[config.mk]
export PLATFORM = sky130hd
export DESIGN_NAME = card_number_luhn_issuer_check
export DESIGN_NICKNAME = d
export VERILOG_FILES = /design/src/sv/cnlic_pkg.sv /design/src/sv/cnlic_front.sv /design/src/sv/cnlic_queue.sv /design/src/sv/cnlic_back.sv /design/src/sv/card_number_luhn_issuer_check.sv
export SDC_FILE = /design/constraint.sdc
export NUM_CORES = 1
export LEC_CHECK = 0
export BUFFER_PORTS_ARGS = -buffer_cell sky130_fd_sc_hd__buf_2
export CAP_MARGIN = 20
export CORE_UTILIZATION = 40
export CTS_CLUSTER_SIZE = 16
export DETAILED_ROUTE_END_ITERATION = 8
export GPL_ROUTABILITY_DRIVEN = 0
export MAX_ROUTING_LAYER = met4
export SYNTH_ARGS = -nofsm -noshare
export SYNTH_HDL_FRONTEND = slang
export SYNTH_SLANG_ARGS = --single-unit
[constraint.sdc]
create_clock -name clock -period 10.1 [get_ports clock]
set_clock_uncertainty 0.1 [all_clocks]
set_input_delay 2.02 -clock clock [delete_from_list [all_inputs] [get_ports clock]]
set_output_delay 2.02 -clock clock [all_outputs]
set_load 0.01 [all_outputs]
[src/sv/cnlic_pkg.sv]
// shared types and constants for the card number luhn and issuer check
`default_nettype none

package cnlic_pkg;

   localparam int unsigned MAX_DIGITS  = 19;
   localparam int unsigned QUEUE_DEPTH = 2;
   localparam int unsigned QPTR_W      = $clog2(QUEUE_DEPTH);
   localparam int unsigned QCNT_W      = $clog2(QUEUE_DEPTH + 1);

   typedef struct packed {
      logic [3:0] digit;
      logic       last;
   } req_type;

   typedef struct packed {
      logic       luhn_ok;
      logic [3:0] issuer;
      logic [4:0] digit_count;
      logic [6:0] plain_sum;
      logic [6:0] doubled_sum;
      logic [7:0] total_sum;
      logic       too_long;
   } rsp_type;

   // one finished number handed from the front to the back
   typedef struct packed {
      logic [4:0]  count;
      logic [3:0]  pre1;
      logic [6:0]  pre2;
      logic [9:0]  pre3;
      logic [13:0] pre4;
      logic [19:0] pre6;
      logic [6:0]  plain;
      logic [6:0]  dbl;
      logic        too_long;
   } summary_type;

endpackage

`default_nettype wire

[src/sv/cnlic_front.sv]
// front: accepts digit beats, keeps luhn sums, count and prefix per number
`default_nettype none

module cnlic_front (
   input  wire logic                   clock,
   input  wire logic                   reset,
   input  wire logic                   req_valid,
   output logic                        req_ready,
   input  wire cnlic_pkg::req_type     req_beat,
   input  wire logic                   q_full,
   output logic                        q_push,
   output cnlic_pkg::summary_type      q_data
);

   logic [6:0]  plain_even_ff, plain_even_in;
   logic [6:0]  plain_odd_ff,  plain_odd_in;
   logic [6:0]  dbl_even_ff,   dbl_even_in;
   logic [6:0]  dbl_odd_ff,    dbl_odd_in;
   logic [4:0]  count_ff,      count_in;
   logic [3:0]  pre1_ff,       pre1_in;
   logic [6:0]  pre2_ff,       pre2_in;
   logic [9:0]  pre3_ff,       pre3_in;
   logic [13:0] pre4_ff,       pre4_in;
   logic [19:0] pre6_ff,       pre6_in;
   logic        ovf_ff,        ovf_in;

   logic [3:0] d;
   logic [4:0] twice;
   logic [3:0] ds;
   logic       sig;
   logic       take;
   logic       accept;

   assign req_ready = !q_full;
   assign accept    = req_valid && req_ready;

   always_comb begin
      d     = (req_beat.digit > 4'd9) ? 4'd9 : req_beat.digit;
      twice = {d, 1'b0};
      ds    = (twice >= 5'd10) ? 4'(twice - 5'd9) : twice[3:0];
      sig   = (d != 4'd0) || (count_ff != 5'd0);
      take  = sig && (count_ff < 5'(cnlic_pkg::MAX_DIGITS));

      plain_even_in = plain_even_ff;
      plain_odd_in  = plain_odd_ff;
      dbl_even_in   = dbl_even_ff;
      dbl_odd_in    = dbl_odd_ff;
      count_in      = count_ff;
      pre1_in       = pre1_ff;
      pre2_in       = pre2_ff;
      pre3_in       = pre3_ff;
      pre4_in       = pre4_ff;
      pre6_in       = pre6_ff;
      ovf_in        = ovf_ff || (sig && !take);

      if (take) begin
         if (!count_ff[0]) begin
            plain_even_in = plain_even_ff + 7'(d);
            dbl_even_in   = dbl_even_ff + 7'(ds);
         end else begin
            plain_odd_in = plain_odd_ff + 7'(d);
            dbl_odd_in   = dbl_odd_ff + 7'(ds);
         end
         if (count_ff < 5'd1) pre1_in = d;
         if (count_ff < 5'd2) pre2_in = (pre2_ff << 3) + (pre2_ff << 1) + 7'(d);
         if (count_ff < 5'd3) pre3_in = (pre3_ff << 3) + (pre3_ff << 1) + 10'(d);
         if (count_ff < 5'd4) pre4_in = (pre4_ff << 3) + (pre4_ff << 1) + 14'(d);
         if (count_ff < 5'd6) pre6_in = (pre6_ff << 3) + (pre6_ff << 1) + 20'(d);
         count_in = count_ff + 5'd1;
      end
   end

   always_comb begin
      q_push           = accept && req_beat.last;
      q_data.count     = count_in;
      q_data.pre1      = pre1_in;
      q_data.pre2      = pre2_in;
      q_data.pre3      = pre3_in;
      q_data.pre4      = pre4_in;
      q_data.pre6      = pre6_in;
      q_data.too_long  = ovf_in;
      // last digit at an even index from the left takes the even plain sum
      if (count_in[0]) begin
         q_data.plain = plain_even_in;
         q_data.dbl   = dbl_odd_in;
      end else begin
         q_data.plain = plain_odd_in;
         q_data.dbl   = dbl_even_in;
      end
   end

   always_ff @(posedge clock) begin
      if (reset || (accept && req_beat.last)) begin
         plain_even_ff <= '0;
         plain_odd_ff  <= '0;
         dbl_even_ff   <= '0;
         dbl_odd_ff    <= '0;
         count_ff      <= '0;
         pre1_ff       <= '0;
         pre2_ff       <= '0;
         pre3_ff       <= '0;
         pre4_ff       <= '0;
         pre6_ff       <= '0;
         ovf_ff        <= 1'b0;
      end else if (accept) begin
         plain_even_ff <= plain_even_in;
         plain_odd_ff  <= plain_odd_in;
         dbl_even_ff   <= dbl_even_in;
         dbl_odd_ff    <= dbl_odd_in;
         count_ff      <= count_in;
         pre1_ff       <= pre1_in;
         pre2_ff       <= pre2_in;
         pre3_ff       <= pre3_in;
         pre4_ff       <= pre4_in;
         pre6_ff       <= pre6_in;
         ovf_ff        <= ovf_in;
      end
   end

endmodule

`default_nettype wire

[src/sv/cnlic_queue.sv]
// short queue of finished number summaries between front and back
`default_nettype none

module cnlic_queue (
   input  wire logic                   clock,
   input  wire logic                   reset,
   input  wire logic                   push,
   input  wire cnlic_pkg::summary_type push_data,
   output logic                        full,
   input  wire logic                   pop,
   output logic                        not_empty,
   output cnlic_pkg::summary_type      pop_data
);

   localparam int unsigned DEPTH = cnlic_pkg::QUEUE_DEPTH;
   localparam int unsigned PW    = cnlic_pkg::QPTR_W;
   localparam int unsigned CW    = cnlic_pkg::QCNT_W;

   cnlic_pkg::summary_type entry_ff [DEPTH];
   logic [PW-1:0] wr_ptr_ff, wr_ptr_in;
   logic [PW-1:0] rd_ptr_ff, rd_ptr_in;
   logic [CW-1:0] cnt_ff,    cnt_in;
   logic          do_push;
   logic          do_pop;

   assign full      = (cnt_ff == CW'(DEPTH));
   assign not_empty = (cnt_ff != '0);
   assign pop_data  = entry_ff[rd_ptr_ff];
   assign do_push   = push && !full;
   assign do_pop    = pop && not_empty;

   always_comb begin
      wr_ptr_in = wr_ptr_ff;
      rd_ptr_in = rd_ptr_ff;
      cnt_in    = cnt_ff;
      if (do_push) begin
         wr_ptr_in = (wr_ptr_ff == PW'(DEPTH - 1)) ? '0 : wr_ptr_ff + PW'(1);
      end
      if (do_pop) begin
         rd_ptr_in = (rd_ptr_ff == PW'(DEPTH - 1)) ? '0 : rd_ptr_ff + PW'(1);
      end
      if (do_push && !do_pop) begin
         cnt_in = cnt_ff + CW'(1);
      end else if (do_pop && !do_push) begin
         cnt_in = cnt_ff - CW'(1);
      end
   end

   always_ff @(posedge clock) begin
      if (reset) begin
         wr_ptr_ff <= '0;
         rd_ptr_ff <= '0;
         cnt_ff    <= '0;
      end else begin
         wr_ptr_ff <= wr_ptr_in;
         rd_ptr_ff <= rd_ptr_in;
         cnt_ff    <= cnt_in;
      end
   end

   always_ff @(posedge clock) begin
      if (do_push) begin
         entry_ff[wr_ptr_ff] <= push_data;
      end
   end

endmodule

`default_nettype wire

[src/sv/cnlic_back.sv]
// back: luhn verdict, issuer class and result register
`default_nettype none

module cnlic_back (
   input  wire logic                   clock,
   input  wire logic                   reset,
   input  wire logic                   q_not_empty,
   input  wire cnlic_pkg::summary_type q_data,
   output logic                        q_pop,
   output logic                        rsp_valid,
   input  wire logic                   rsp_ready,
   output cnlic_pkg::rsp_type          rsp_beat
);

   function automatic logic in_open20(input logic [19:0] v, input logic [19:0] lo,
                                      input logic [19:0] hi);
      in_open20 = (v > lo) && (v < hi);
   endfunction

   function automatic logic [3:0] classify(input cnlic_pkg::summary_type s);
      logic [4:0] n;
      logic       l16_19;
      logic       l12_19;
      logic [3:0] cls;
      n      = s.count;
      l16_19 = (n > 5'd15) && (n < 5'd20);
      l12_19 = (n > 5'd11) && (n < 5'd20);
      cls    = 4'd0;
      if (n < 5'd6) begin
         cls = 4'd0;
      end else if (s.pre1 == 4'd4 && (n == 5'd13 || n == 5'd16)) begin
         cls = 4'd1;
      end else if ((s.pre2 == 7'd34 || s.pre2 == 7'd37) && n == 5'd15) begin
         cls = 4'd2;
      end else if ((s.pre2 == 7'd60 || s.pre4 == 14'd6521 || s.pre4 == 14'd6522)
                   && n == 5'd16) begin
         cls = 4'd3;
      end else if (s.pre2 > 7'd50 && s.pre2 < 7'd56 && n == 5'd16) begin
         cls = 4'd4;
      end else if (s.pre2 == 7'd31 && n == 5'd19) begin
         cls = 4'd5;
      end else if (s.pre2 == 7'd62 && l16_19) begin
         cls = 4'd6;
      end else if (s.pre2 == 7'd36 && n > 5'd13 && n < 5'd20) begin
         cls = 4'd7;
      end else if ((s.pre2 == 7'd38 || s.pre2 == 7'd39 || s.pre4 == 14'd3095 ||
                    (s.pre3 > 10'd299 && s.pre3 < 10'd306)) && l16_19) begin
         cls = 4'd7;
      end else if ((s.pre2 == 7'd64 || s.pre2 == 7'd65 || s.pre4 == 14'd6011 ||
                    in_open20(s.pre6, 20'd622125, 20'd622926) ||
                    in_open20(s.pre6, 20'd623999, 20'd627000) ||
                    in_open20(s.pre6, 20'd628199, 20'd628900)) && l16_19) begin
         cls = 4'd8;
      end else if (s.pre3 == 10'd636 && l16_19) begin
         cls = 4'd9;
      end else if (s.pre3 > 10'd636 && s.pre3 < 10'd640 && n == 5'd16) begin
         cls = 4'd10;
      end else if ((s.pre4 == 14'd5610 || in_open20(s.pre6, 20'd560220, 20'd560226))
                   && n == 5'd16) begin
         cls = 4'd11;
      end else if ((s.pre4 == 14'd6759 || s.pre6 == 20'd676770 || s.pre6 == 20'd676774)
                   && l12_19) begin
         cls = 4'd12;
      end else if ((s.pre2 == 7'd50 || (s.pre2 > 7'd55 && s.pre2 < 7'd70)) && l12_19) begin
         cls = 4'd13;
      end else if (in_open20(s.pre6, 20'd979199, 20'd979290) && n == 5'd16) begin
         cls = 4'd14;
      end else if (s.pre4 > 14'd3527 && s.pre4 < 14'd3590 && l16_19) begin
         cls = 4'd15;
      end
      classify = cls;
   endfunction

   logic               rsp_valid_ff, rsp_valid_in;
   cnlic_pkg::rsp_type rsp_ff,       rsp_in;
   logic [7:0]         total;
   logic [15:0]        prod;
   logic [4:0]         quot;
   logic [7:0]         rem;
   logic               ok;

   assign q_pop     = q_not_empty && (!rsp_valid_ff || rsp_ready);
   assign rsp_valid = rsp_valid_ff;
   assign rsp_beat  = rsp_ff;

   always_comb begin
      total = 8'(q_data.plain) + 8'(q_data.dbl);
      // divide by ten via reciprocal, exact for this range
      prod  = 16'(total) * 16'd205;
      quot  = prod[15:11];
      rem   = total - 8'(({3'b000, quot} << 3) + ({3'b000, quot} << 1));
      ok    = (rem == 8'd0) && (q_data.count != 5'd0) && !q_data.too_long;

      rsp_in.luhn_ok     = ok;
      rsp_in.issuer      = ok ? classify(q_data) : 4'd0;
      rsp_in.digit_count = q_data.count;
      rsp_in.plain_sum   = q_data.plain;
      rsp_in.doubled_sum = q_data.dbl;
      rsp_in.total_sum   = total;
      rsp_in.too_long    = q_data.too_long;

      if (q_pop) begin
         rsp_valid_in = 1'b1;
      end else if (rsp_ready) begin
         rsp_valid_in = 1'b0;
      end else begin
         rsp_valid_in = rsp_valid_ff;
      end
   end

   always_ff @(posedge clock) begin
      if (reset) begin
         rsp_valid_ff <= 1'b0;
      end else begin
         rsp_valid_ff <= rsp_valid_in;
      end
   end

   always_ff @(posedge clock) begin
      if (q_pop) begin
         rsp_ff <= rsp_in;
      end
   end

endmodule

`default_nettype wire

[src/sv/card_number_luhn_issuer_check.sv]
// top level of the card number luhn and issuer check
//
// req channel: one decimal digit per beat, most significant first, last set
// on the final digit of a number. leading zero digits are skipped, digits
// above nine count as nine; one digit is taken each cycle the queue is not full.
// rsp channel: one beat per number, issued for the digit beat with last set:
// luhn verdict, issuer class, digit count, the two partial sums, their total
// and the too-long flag.
// the summary queue is written at the edge that takes the last digit, the
// output register when the back pops that entry, which waits while a held
// response is not taken. the front adds no register stage on this path.
// throughput: one digit and one response per cycle while neither side stalls.
// the summary queue holds two finished numbers; while it is full, req_ready
// is low. a stalled rsp_ready holds the response register and fills the
// queue, digits keep flowing until it is full.
// reset clears all sums, counts, the queue and the response valid.
`default_nettype none

module card_number_luhn_issuer_check (
   input  wire logic                clock,
   input  wire logic                reset,
   input  wire logic                req_valid,
   output logic                     req_ready,
   input  wire cnlic_pkg::req_type  req_beat,
   output logic                     rsp_valid,
   input  wire logic                rsp_ready,
   output cnlic_pkg::rsp_type       rsp_beat
);

   logic                   q_full;
   logic                   q_push;
   logic                   q_pop;
   logic                   q_not_empty;
   cnlic_pkg::summary_type q_push_data;
   cnlic_pkg::summary_type q_pop_data;

   cnlic_front u_front (
      .clock     (clock),
      .reset     (reset),
      .req_valid (req_valid),
      .req_ready (req_ready),
      .req_beat  (req_beat),
      .q_full    (q_full),
      .q_push    (q_push),
      .q_data    (q_push_data)
   );

   cnlic_queue u_queue (
      .clock     (clock),
      .reset     (reset),
      .push      (q_push),
      .push_data (q_push_data),
      .full      (q_full),
      .pop       (q_pop),
      .not_empty (q_not_empty),
      .pop_data  (q_pop_data)
   );

   cnlic_back u_back (
      .clock       (clock),
      .reset       (reset),
      .q_not_empty (q_not_empty),
      .q_data      (q_pop_data),
      .q_pop       (q_pop),
      .rsp_valid   (rsp_valid),
      .rsp_ready   (rsp_ready),
      .rsp_beat    (rsp_beat)
   );

endmodule

`default_nettype wire

### Word level (Yosys, flattened, before mapping)

Memory sizes are Yosys's and may differ from the RTL's. A register that Yosys moved wholly into a read port is not among the register bits.
Index checks and enable logic that the tools add are counted.

* $add $sub $neg: 21
* multiply operators: 1
* reduce and logical (&&, ||, !) cells: 77
* multiplexer cells: 48
* magnitude comparators: 33
* bitwise gates (word level): 1
* equal/unequal tests: 26

Operators with widths (number)
* > comparator 20 bit, second input constant: 5
* < comparator 20 bit, second input constant: 5
* equality test 14 x 13 -> 1 bit, second input constant: 5
* two-way mux 7 bit: 10
* equality test 7 x 6 -> 1 bit, second input constant: 8
* two-way mux 4 bit: 12
* two-way mux 14 bit: 3
* equality test 20 bit, second input constant: 2
* logical AND 1 bit: 40
* two-way mux 20 bit: 2
* adder 7 x 4 -> 7 bit: 5
* adder 20 bit: 1
* adder 20 x 4 -> 20 bit: 1
* logical OR 1 bit: 20
* two-way mux 10 bit: 2
* multiplier 8 x 8 -> 16 bit, second input constant: 1
* > comparator 5 x 4 -> 1 bit, second input constant: 3
* < comparator 5 x 3 -> 1 bit, second input constant: 3
* two-way mux 3 bit: 5
* adder 14 bit: 1
* adder 14 x 4 -> 14 bit: 1
* equality test 14 x 12 -> 1 bit, second input constant: 1
* equality test 7 bit, second input constant: 2
* > comparator 14 x 12 -> 1 bit, second input constant: 1
* 43 further kinds: 68

* flip-flop bits (word level): 127
* word-level logic and storage cells: 233
* bits in writable memories: 150
* output and inout bits: 35
* input port bits: 9
* memories kept: 1

Memories
* u_queue.entry_ff: words 2, bits a word 75, rd ports 1, clocked after Yosys merged registers in 1, write ports 1, RTL line cnlic_queue.sv:19 `cnlic_pkg::summary_type entry_ff [DEPTH];`

### Longest topological paths before layout

Gate-level depths: netlist (run 1).

* depth after elaboration: 19
* mapped depth: 42
* gate-level depth less buffers: 36

### Hierarchy

A second synthesis (run 1) with hierarchy kept.

* cells, all modules: 1575
* area total of the unflattened synthesis: 16893.7 sq um

By module, submodules not included
* cnlic_front: seq. area each 1781.7 sq um, area an instance 7319.5 sq um, instances 1, cells an instance 900
* cnlic_queue: seq. area each 4604.4 sq um, area an instance 5642.9 sq um, instances 1, cells an instance 258
* cnlic_back: seq. area each 1011.0 sq um, area an instance 3931.3 sq um, instances 1, cells an instance 417

### Least setup slack after synthesis (run 1)

OpenSTA, ideal clock, no wires.

* path kind: register to register
* start: reg (tool-made name)
* end: reg u_back.rsp_ff (netlist bit u_back.rsp_beat[30]), data pin
* path slack: 1.472 ns
* period minus slack after synthesis: 8.628 ns
* library setup time: 0.146 ns
* stages on the path, launching flop included: 41
* arrival: 8.382 ns
* data required time: 9.854 ns
* cell sequence: dfxtp_1 buf_4 buf_2 buf_2 buf_2 buf_2 buf_2 buf_1 mux2_2 ha_1 nor2b_1 o21ai_0 nand2b_1 a21o_1 a21oi_1 xnor2_1 xnor2_1 fa_1 (+5 left out) ha_1 a21o_1 a21o_1 a31oi_1 nand2_1 nor2_1 xnor2_1 inv_1 fa_1 inv_1 ha_1 a21oi_1 o21ai_0 xor2_1 nor4_2 nand3_1 nor4_1 a21boi_1

RTL lines
* end signal: assignment: RTL line cnlic_back.sv:121 `rsp_ff <= rsp_in;`
* end: declaration: RTL line cnlic_back.sv:75 `cnlic_pkg::rsp_type rsp_ff, rsp_in;`

==> results of run 1 <==
## worst paths after layout
path,from,to,cells after the start
setup / recovery,register,u_back.rsp_beat[30]$_SDFFCE_PP0P_,35
hold / removal,u_front.pre1_ff[0]$_SDFFE_PP0P_,u_front.pre1_ff[0]$_SDFFE_PP0P_,2
setup reg to reg,register,u_back.rsp_beat[30]$_SDFFCE_PP0P_,35
hold reg to reg,u_front.pre1_ff[0]$_SDFFE_PP0P_,u_front.pre1_ff[0]$_SDFFE_PP0P_,2
## worst register-to-register path: cells and delay by family (launching register included)
family	cells	cell delay [ns]
adder cells (fa/ha/maj)	8	3.03
AO/OA/AOI/OAI	9	1.56
XOR/XNOR	4	0.77
flip-flops	1	0.88
buffers and inverters	6	0.38
AND/OR/NAND/NOR	7	1.03
multiplexers	1	0.44
## per-stage QoR
stage	utilization [%]	instance area, sq um
after global routing	44.92	18800
final	44.92	18800
after CTS	44.84	18770
after detailed placement	42.36	17730
after global placement	42.36	17730
after floorplan	-	16960
## area by class of cell
cell class / instances / area (sq um) / area share, %
multi-input cells: 1227 / 9065 / 48.21
flip-flops and latches: 278 / 7401 / 39.36
clock buffers: 42 / 882.1 / 4.692
well taps: 539 / 674.4 / 3.587
repair buffers: 58 / 347.8 / 1.850
inverters: 74 / 277.8 / 1.477
clock inverters: 14 / 153.9 / 0.8185
## per-layer routing
layer	track usage, %	wire (um)	vias up
met3	2.068	1505	35
met4	3.780	569	0
li1	-	-	6061
met5	-	0	-
met2	29.52	17980	211
met1	24.30	18200	5924
## cells by family after synthesis
family,share of synthesized area [%]
AOI/OAI and AO/OA,12.26
xor gates and xnor gates,4.966
adders and majority gates,14.62
buffers and inverters,3.055
DFF,43.62
muxes,5.792
and+or+nand+nor,15.68
## flip-flops by register name, indices dropped and copies added (netlist names), 10 cells and up, named ones only
| name | flops |
|---|---|
| u_front.pre4_ff | 14 |
| u_back.rsp_beat | 33 |
| u_front.pre6_ff | 20 |
| u_front.pre3_ff | 10 |
| u_queue.entry_ff | 150 |
## Yosys cell counts, types with 5 or more instances
cell and n:
clkbuf_1 34, nand4_1 13, a221oi_1 5, o31ai_1 6, nand3_1 31, edfxtp_1 183
nand2_1 168, inv_1 73, mux2i_1 25, xnor2_1 62, nor2_1 138, o21ai_0 59
nor3_1 57, a41oi_1 5, and2_1 14, mux2_2 57, o21a_1 7, nand3b_1 12
buf_2 15, nor4b_1 6, ha_1 155, buf_1 5, a31oi_1 13, xor2_1 29
a32o_1 5, nor2b_1 25, o21bai_1 7, nand2b_1 14, or3_1 5, a22oi_1 8
nor4_1 9, a21oi_1 110, o211ai_1 8, a21o_1 25, fa_1 27, dfxtp_1 95
nand4b_1 9, a211oi_1 16, and3_1 9, a32oi_1 5, nor3b_1 5
==> results by group, run 1 <==
Routing
  – DR pass1 iterations: 6
  – Remaining DRCs: 0
  – Wirelength per Cell: roughly 17 um
  – Initial drt markers: roughly 680
  – Via count: about 12000
  – Vias per Instance: between 5 and 6
  – Routed WL: about 38000 um
  – Antenna viol nets, final: 0

Synth
  – Flops & latches, synth: about 280
  – Cell taking the most area after synthesis: edfxtp_1
  – Ys Warns: 0
  – Synth Area per Inst: about 10 sq um
  – Post-synth EDFFs: ~180
  – Mapped Nets: roughly 1800
  – Fraction of registers with async set/reset: 0%
  – Syn Inst Count: around 1600
  – Yosys cell types: slightly below 90
  – Netlist Area Pre-Place: 16960 sq um
  – Sequential cell area fraction in the yosys report: between 40% and 50%
  – Most area-consuming cells after synthesis: edfxtp_1 (32%), ha_1 (11%), dfxtp_1 (11%), mux2_2 (3.8%), nand2_1 (3.7%)
  – Post-synth top flop: edfxtp_1
  – Top-area cell type share of the netlist area: between 30% and 40%

Cells and area
  – N_diodes: 0
  – Most common cell after layout, fill and taps aside: edfxtp_1
  – Cell Count, Final, Fillers Out: 2232
  – Layout area overhead: 10.88%
  – Fin nets: 1860
  – Commonest non-fill, non-tap cells in the layout: edfxtp_1 (183), nand2_1 (167), ha_1 (155), nor2_1 (137), a21oi_1 (110)
  – Layout fillers: slightly below 4000
  – Share of layout cells above drive strength 1: 11.22%

STA
  – Final Max Slew Viols: 0
  – Tcrit/Tclk final: a little over 80%
  – Worst-Margin Slew: ~1.1 ns
  – RSZ-0062 raised after global routing: false
  – Fin Hold WS: approximately 0.37 ns
  – Final Hold Vio Count: 0
  – Final worst slack: 1.740 ns
  – FMAX: approximately 120 MHz
  – Final min period: around 8.4 ns
  – # setup viols final: 0
  – Max_slew headroom: roughly 29%
  – Fin Setup TNS: 0 ns

Floorplanning
  – Die area: about 43000 sq um
  – Core Rows: between 70 and 80
  – I/O Pins: 44
  – Initial core utilization: between 40 and 50%
  – Core footprint: around 42000 sq um
  – Die Height: ~210 um
  – Die X-Extent: 207.9 um

GRT
  – Antenna violations before repair: 0
  – Total gr overflow: 0
  – Largest net degree at the start of global routing: just over 90
  – Total GRT Usage: between 10% and 20%
  – Global-route wire length before repair: about 62000 um
  – Vias in the first global route: about 12000

Clock tree
  – Post-CTS Setup Bufs: 0
  – Maximum level of the CTS H-tree: 1
  – Num CTS Buffers: 30
  – Max Buffers Root-to-Sink: 3
  – Clock transition at path regs: ~0.06 ns
  – CTS tree: done
  – Sink Count: ~280
  – Hold buffer count at CTS: 0
  – Root Buffer: clkbuf_16
  – Post-CTS sizing: 0
  – Clk_lat worst skew: approximately 0.57 ns

Critical path
  – CP bufs+invs: 6
  – Top delay family on crit path: adder cells
  – CP max FO: 79
  – Largest stage delay, worst path: around 0.88 ns
  – Crit path required time: roughly 10 ns
  – CP Capture Type: register
  – Critical path data arrival time: about 8.7 ns
  – Reg2reg setup slack: about 1.7 ns
  – CP Launch Type: register
  – Slowest cell on crit path: dfxtp_4
  – Setup CP Type: reg -> reg
  – Critical Path Most Common Cell: inv_1

Run status
  – Status: completed

Placed design
  – Hpwl dp: around 28000 um
  – Cell count after placement: 2174
  – Port bufs: 43
  – DP Worst Slack: about 1.7 ns

Run
  – Max cap viols: 0

Worst hold path
  – Worst hold path type: reg -> reg
Power of run 1 is not shown: default switching activity piles up to over one toggle a cycle in this logic, so the estimate is an artifact.
==> run 2, diff against run 1 <==
==> constraint.sdc (replaced) <==
create_clock -name clock -period 8.5 [get_ports clock]
set_clock_uncertainty 0.1 [all_clocks]
set_input_delay 1.7 -clock clock [delete_from_list [all_inputs] [get_ports clock]]
set_output_delay 1.7 -clock clock [all_outputs]
set_load 0.01 [all_outputs]
==> run 2 against run 1 <==
Net effect:
- critical path depth fell by 1
- die area unchanged
- maximum frequency increased by 6.4%
- hold slack lost 0.0031 ns
- cell area rose by 0.15%
- global-route usage down 0.072 points
- final cell count up 0.49%
- first-iteration DRC count is 20% lower
- worst setup slack worse by 1.1 ns
- sequential share of layout area shrank 0.057 points
- sequential cell count unchanged
- non-clock buffer count up 11
==> results by group, run 2 (synthesized netlist as in run 1, its figures left out) <==
Cells and area
  – Flip-flop count of the largest register after layout: 150 (unchanged)
  – Commonest non-fill, non-tap cells in the layout: edfxtp_1 (183), nand2_1 (167), ha_1 (155), nor2_1 (137), a21oi_1 (110)
  – Multi-input logic area: 9079 sq um (+0.15%)
  – Layout fillers: 3884 (-0.82%)
  – N_diodes: 0 (unchanged)
  – Fin nets: 1871 (+0.59%)
  – Layout area overhead: 11.04%
  – Most common cell after layout, fill and taps aside: edfxtp_1
  – Share of layout cells above drive strength 1: 11.85% (+0.63 points)
  – Cell Count, Final, Fillers Out: 2243 (+0.49%)
  – FF+latch area: 7401 sq um (unchanged)
  – Largest Register: u_queue.entry_ff

STA
  – Final Max Slew Viols: 0 (unchanged)
  – # setup viols final: 0 (unchanged)
  – RSZ-0062 raised after global routing: false
  – Final Hold Vio Count: 0 (unchanged)
  – Fin Hold WS: 0.3623 ns (-0.003051 ns)
  – Tcrit/Tclk final: 92.44% (+9.7 points)
  – Fin Setup TNS: 0 ns (unchanged)
  – Worst-Margin Slew: 1.086 ns (+0.01728 ns)
  – FMAX: 127.3 MHz (+6.4%)
  – Final min period: 7.858 ns (-0.5025 ns)
  – Max_slew headroom: 27.60% (-1.2 points)

Critical path
  – Crit path required time: 8.80 ns (-1.61 ns)
  – Slowest cell on crit path: fa_1
  – CP Launch Type: register
  – Setup CP Type: reg -> reg
  – Reg2reg setup slack: 0.64 ns (-1.10 ns)
  – CP bufs+invs: 6 (unchanged)
  – Instance count on the critical path: 34 (-2.9%)
  – Largest stage delay, worst path: 0.54 ns (-0.34 ns)
  – CP max FO: 15 (-81%)
  – Worst r2r path cells: 34 (-2.9%)
  – CP Capture Type: register
  – Critical path data arrival time: 8.16 ns (-0.51 ns)
  – Top delay family on crit path: adder cells
  – Critical Path Most Common Cell: inv_1

Clock tree
  – Num CTS Buffers: 30 (unchanged)
  – Clock transition at path regs: 0.06 ns (about the same)
  – Max Buffers Root-to-Sink: 3 (unchanged)
  – Root Buffer: clkbuf_16
  – Hold buffer count at CTS: 0 (unchanged)
  – Clk_lat worst skew: 0.57 ns (about the same)
  – CTS tree: done
  – Sink Count: 278 (unchanged)
  – Maximum level of the CTS H-tree: 1 (unchanged)

Floorplanning
  – Die area: 43220 sq um (unchanged)
  – Initial core utilization: 40.52% (unchanged)
  – Die X-Extent: 207.9 um (unchanged)
  – I/O Pins: 44 (unchanged)
  – Die Height: 207.9 um (unchanged)
  – Core footprint: 41850 sq um (unchanged)
  – Core Rows: 75 (unchanged)

GRT
  – Global-route wire length before repair: 61460 um (-1.0%)
  – Vias in the first global route: 11705 (-1.6%)
  – Met1 Use GR: 23.81% (-0.49 points)
  – Largest net degree at the start of global routing: 84 (-7.7%)
  – Total gr overflow: 0 (unchanged)
  – Antenna violations before repair: 0 (unchanged)
  – Met3 Use GR: 2.204% (+0.14 points)
  – Total GRT Usage: 18.03% (-0.072 points)
  – Global route hottest layer: met2
  – Met2 usage: 29.33% (-0.19 points)

Run status
  – Status: completed

Worst hold path
  – Hold path depth: 2 (unchanged)
  – Worst hold path type: reg -> reg
  – Hold path start: u_front.pre1_ff[0]$_SDFFE_PP0P_

Placed design
  – Cell count after placement: 2178 (+0.18%)
  – Hpwl dp: 27470 um (-0.41%)
  – Port bufs: 43 (unchanged)

Routing
  – Vias per Instance: 5.465 (-0.28%)
  – Remaining DRCs: 0 (unchanged)
  – Antenna viol nets, final: 0 (unchanged)
  – Routed WL: 38240 um (about the same)
  – Initial drt markers: 547 (-20%)
  – Wirelength per Cell: 17.05 um (-0.53%)
  – DR pass1 iterations: 5 (-1)
  – Via count: 12257 (+0.21%)

Run
  – Max cap viols: 0 (unchanged)
==> run 2: cell types whose count changed in the layout (fill, tap and decap cells not counted), moves of 3 or more <==
cell,delta
buf_4,+10
clkinvlp_4,+5
clkbuf_8,-4
clkinv_1,+4
clkbuf_1,-3
==> run 2: per-layer routing <==
metal	up-vias	part of all wire, %
met5	-	0
met3	58	3.9
li1	6094	-
met4	0	2.3
met2	246	46
met1	5859	48
==> run 2: repair_timing <==
item	4_1_cts	5_1_grt
setup endpoints to repair	0	4
gates resized for setup	0	2
setup buffers	0	9
==> run 2: worst paths after layout <==
path,endpoint
worst max-delay path,u_back.rsp_beat[30]$_SDFFCE_PP0P_
worst min-delay path,u_front.pre1_ff[0]$_SDFFE_PP0P_
worst max register to register,u_back.rsp_beat[30]$_SDFFCE_PP0P_
worst min register to register,u_front.pre1_ff[0]$_SDFFE_PP0P_
==> run 2: through the flow <==
| stage | area, sq um | util, % | setup slack (ns) |
|---|---|---|---|
| 2_1_floorplan | 16960 | - | 0.03680 |
| 3_3_place_gp | 17750 | 42.42 | 0.5695 |
| 3_5_place_dp | 17760 | 42.45 | 0.4219 |
| 4_1_cts | 18740 | 44.79 | 0.3772 |
| 5_1_grt | 18830 | 44.99 | 0.008458 |
| 6_report | 18830 | 44.99 | 0.6424 |
==> run 2: worst register-to-register path, delay by kind of cell (launching register included) <==
family | cells | cell delay, ns
buffers and inverters | 6 | 0.47
XOR/XNOR | 4 | 0.73
adder cells (fa/ha/maj) | 7 | 2.94
AO/OA/AOI/OAI | 9 | 1.58
multiplexers | 1 | 0.33
AND/OR/NAND/NOR | 7 | 1.09
flip-flops | 1 | 0.45
==> run 2: layout make-up <==
cell class	instances	area share [%]
timing repair buffer	69	2.219
clock inverter	23	1.043
inverter	74	1.475
sequential	278	39.30
clock buffer	33	4.160
multi-input combinational	1227	48.22
tap	539	3.582
Power of run 2 is left out for the same reason.
==> run 3, diff against run 2 <==
--- a/config.mk
+++ b/config.mk
@@ -7,11 +7,13 @@
 export LEC_CHECK = 0
 export BUFFER_PORTS_ARGS = -buffer_cell sky130_fd_sc_hd__buf_2
 export CAP_MARGIN = 20
-export CORE_UTILIZATION = 40
+export CORE_UTILIZATION = 53
+export CTS_BUF_LIST = sky130_fd_sc_hd__clkbuf_8
 export CTS_CLUSTER_SIZE = 16
 export DETAILED_ROUTE_END_ITERATION = 8
 export GPL_ROUTABILITY_DRIVEN = 0
 export MAX_ROUTING_LAYER = met4
+export PLACE_DENSITY = 0.69
 export SYNTH_ARGS = -nofsm -noshare
 export SYNTH_HDL_FRONTEND = slang
 export SYNTH_SLANG_ARGS = --single-unit
==> run 3 against run 2 <==
Net effect:
- final cell count decreased by 5.2%
- worst setup slack got worse by 0.032 ns
- count of clock-buffer cells in the layout increased by 20
- utilization increased by 14 points
- hold slack about the same
- register-to-register slack got worse by 0.03 ns
- die area decreased by 24%
- sequential cell count unchanged
- non-clock buffer count decreased by 10
- critical endpoint unchanged
- critical path depth increased by 1
- largest cell class unchanged
- routed wire length decreased by 1.5%
==> results by group, run 3 (synthesized netlist as in run 1, its figures left out) <==
Run status
  – Status: completed

STA
  – RSZ-0062 raised after global routing: false
  – # setup viols final: 0 (unchanged)
  – Fin Setup TNS: 0 ns (unchanged)
  – Max_slew headroom: 29.29% (+1.7 points)
  – FMAX: 126.8 MHz (-0.40%)
  – Worst-Margin Slew: 1.058 ns (-0.02783 ns)
  – Fin Hold WS: 0.3627 ns (+0.0004040 ns)
  – Final min period: 7.889 ns (+0.03176 ns)
  – Final Max Slew Viols: 0 (unchanged)
  – Final Hold Vio Count: 0 (unchanged)
  – Tcrit/Tclk final: 92.82% (+0.37 points)

GRT
  – Antenna violations before repair: 1 (+1)
  – Total GRT Usage: 23.95% (+5.9 points)
  – Global-route wire length before repair: 61780 um (+0.52%)
  – Total gr overflow: 0 (unchanged)
  – Largest net degree at the start of global routing: 76 (-9.5%)
  – Vias in the first global route: 12249 (+4.6%)

Cells and area
  – Multi-input logic area: 9072 sq um (about the same)
  – Most common cell after layout, fill and taps aside: edfxtp_1
  – Layout fillers: 2694 (-31%)
  – Share of layout cells above drive strength 1: 11.77% (-0.080 points)
  – Flip-flop count of the largest register after layout: 150 (unchanged)
  – Fin nets: 1878 (+0.37%)
  – Largest Register: u_queue.entry_ff
  – Cell Count, Final, Fillers Out: 2127 (-5.2%)
  – Commonest non-fill, non-tap cells in the layout: edfxtp_1 (183), nand2_1 (167), ha_1 (155), nor2_1 (137), a21oi_1 (110)
  – Layout area overhead: 9.186%
  – FF+latch area: 7401 sq um (unchanged)

Worst hold path
  – Hold path start: u_front.pre1_ff[0]$_SDFFE_PP0P_
  – Worst hold path type: reg -> reg

Critical path
  – Setup CP Type: reg -> reg
  – Crit path required time: 8.82 ns (+0.02 ns)
  – Critical path data arrival time: 8.20 ns (+0.04 ns)
  – CP bufs+invs: 6 (unchanged)
  – CP max FO: 16 (+1)
  – Top delay family on crit path: adder cells
  – CP Capture Type: register
  – Slowest cell on crit path: fa_1
  – CP Launch Type: register
  – Largest stage delay, worst path: 0.53 ns (about the same)
  – Critical Path Most Common Cell: inv_1

Routing
  – DR pass1 iterations: 6 (+1)
  – Wirelength per Cell: 17.71 um (+3.9%)
  – Remaining DRCs: 0 (unchanged)
  – Top Metal Used: met4
  – Vias per Instance: 5.867 (+7.4%)
  – Met3 Wirelength: 1691 um (+14%)
  – Via count: 12480 (+1.8%)
  – Initial drt markers: 841 (+54%)
  – WL met2: 17700 um (about the same)
  – Routed WL: 37670 um (-1.5%)
  – Antenna viol nets, final: 0 (unchanged)
  – M1 WL: 17610 um (-3.1%)

Floorplanning
  – Die X-Extent: 180.9 um (-13%)
  – Die area: 32710 sq um (-24%)
  – Die Height: 180.9 um (-13%)
  – Initial core utilization: 53.74% (+13 points)
  – Core Rows: 65 (-13%)
  – I/O Pins: 44 (unchanged)
  – Core footprint: 31560 sq um (-25%)

Clock tree
  – Clk_lat worst skew: 0.56 ns (about the same)
  – Max Buffers Root-to-Sink: 3 (unchanged)
  – Maximum level of the CTS H-tree: 2 (+1)
  – Num CTS Buffers: 47 (+57%)
  – Clock transition at path regs: 0.06 ns (about the same)
  – Root Buffer: clkbuf_8
  – Sink Count: 278 (unchanged)
  – CTS tree: done
  – Hold buffer count at CTS: 0 (unchanged)

Placed design
  – Cell count after placement: 2038 (-6.4%)
  – Hpwl dp: 27060 um (-1.5%)
  – Port bufs: 43 (unchanged)

Run
  – Max cap viols: 0 (unchanged)
## run 3: cell count changes in the layout (fill, tap and decap cells not counted), moves of 2 or more
cell	previous run	this run
buf_4	24	14
clkinv_1	4	8
clkbuf_16	31	0
inv_6	2	0
clkinv_4	2	0
clkinvlp_4	6	4
clkbuf_1	2	0
clkbuf_8	0	53
inv_1	73	89
clkinv_2	6	4
## run 3: worst paths after layout
| check | endpoint | cells past startpoint | slack, ns |
|---|---|---|---|
| worst max-delay path | u_back.rsp_beat[30]$_SDFFCE_PP0P_ | 35 | 0.61 |
| worst min-delay path | u_front.pre1_ff[0]$_SDFFE_PP0P_ | 2 | 0.36 |
| worst max register to register | u_back.rsp_beat[30]$_SDFFCE_PP0P_ | 35 | 0.61 |
| worst min register to register | u_front.pre1_ff[0]$_SDFFE_PP0P_ | 2 | 0.36 |
## run 3: per-layer routing
metal	up-vias	global-route usage, %
met1	6018	31.44
met3	60	3.205
met5	-	-
li1	6113	-
met2	289	38.58
met4	0	7.282
## run 3: repair_timing
action / CTS / global route
buffers inserted: 0 / 1
setup endpoints to repair: 0 / 2
resized for setup: 0 / 1
## run 3: through the flow
step | setup WS (ns) | cell area [sq um] | utilization [%]
after global placement | 0.6614 | 17560 | 55.65
after global routing | 0.05458 | 18520 | 58.68
after CTS | 0.4584 | 18470 | 58.52
final | 0.6107 | 18520 | 58.68
after floorplan | 0.03680 | 16960 | -
after detailed placement | 0.4853 | 17570 | 55.67
## run 3: layout make-up
type / instances / area share [%]
timing repair buffer: 59 / 1.939
antenna: 1 / 0.01352
sequential: 278 / 39.97
inverter: 74 / 1.500
clock buffer: 53 / 3.940
tap: 402 / 2.717
multi-input combinational: 1227 / 49.00
clock inverter: 33 / 0.9190
## run 3: tightest hold or removal path: cells and delay by family, from the launching register on
kind,cells,cell delay (ns)
flip-flops,1,0.31
AND/OR/NAND/NOR,1,0.05
AO/OA/AOI/OAI,1,0.05
Power of run 3 is left out for the same reason.
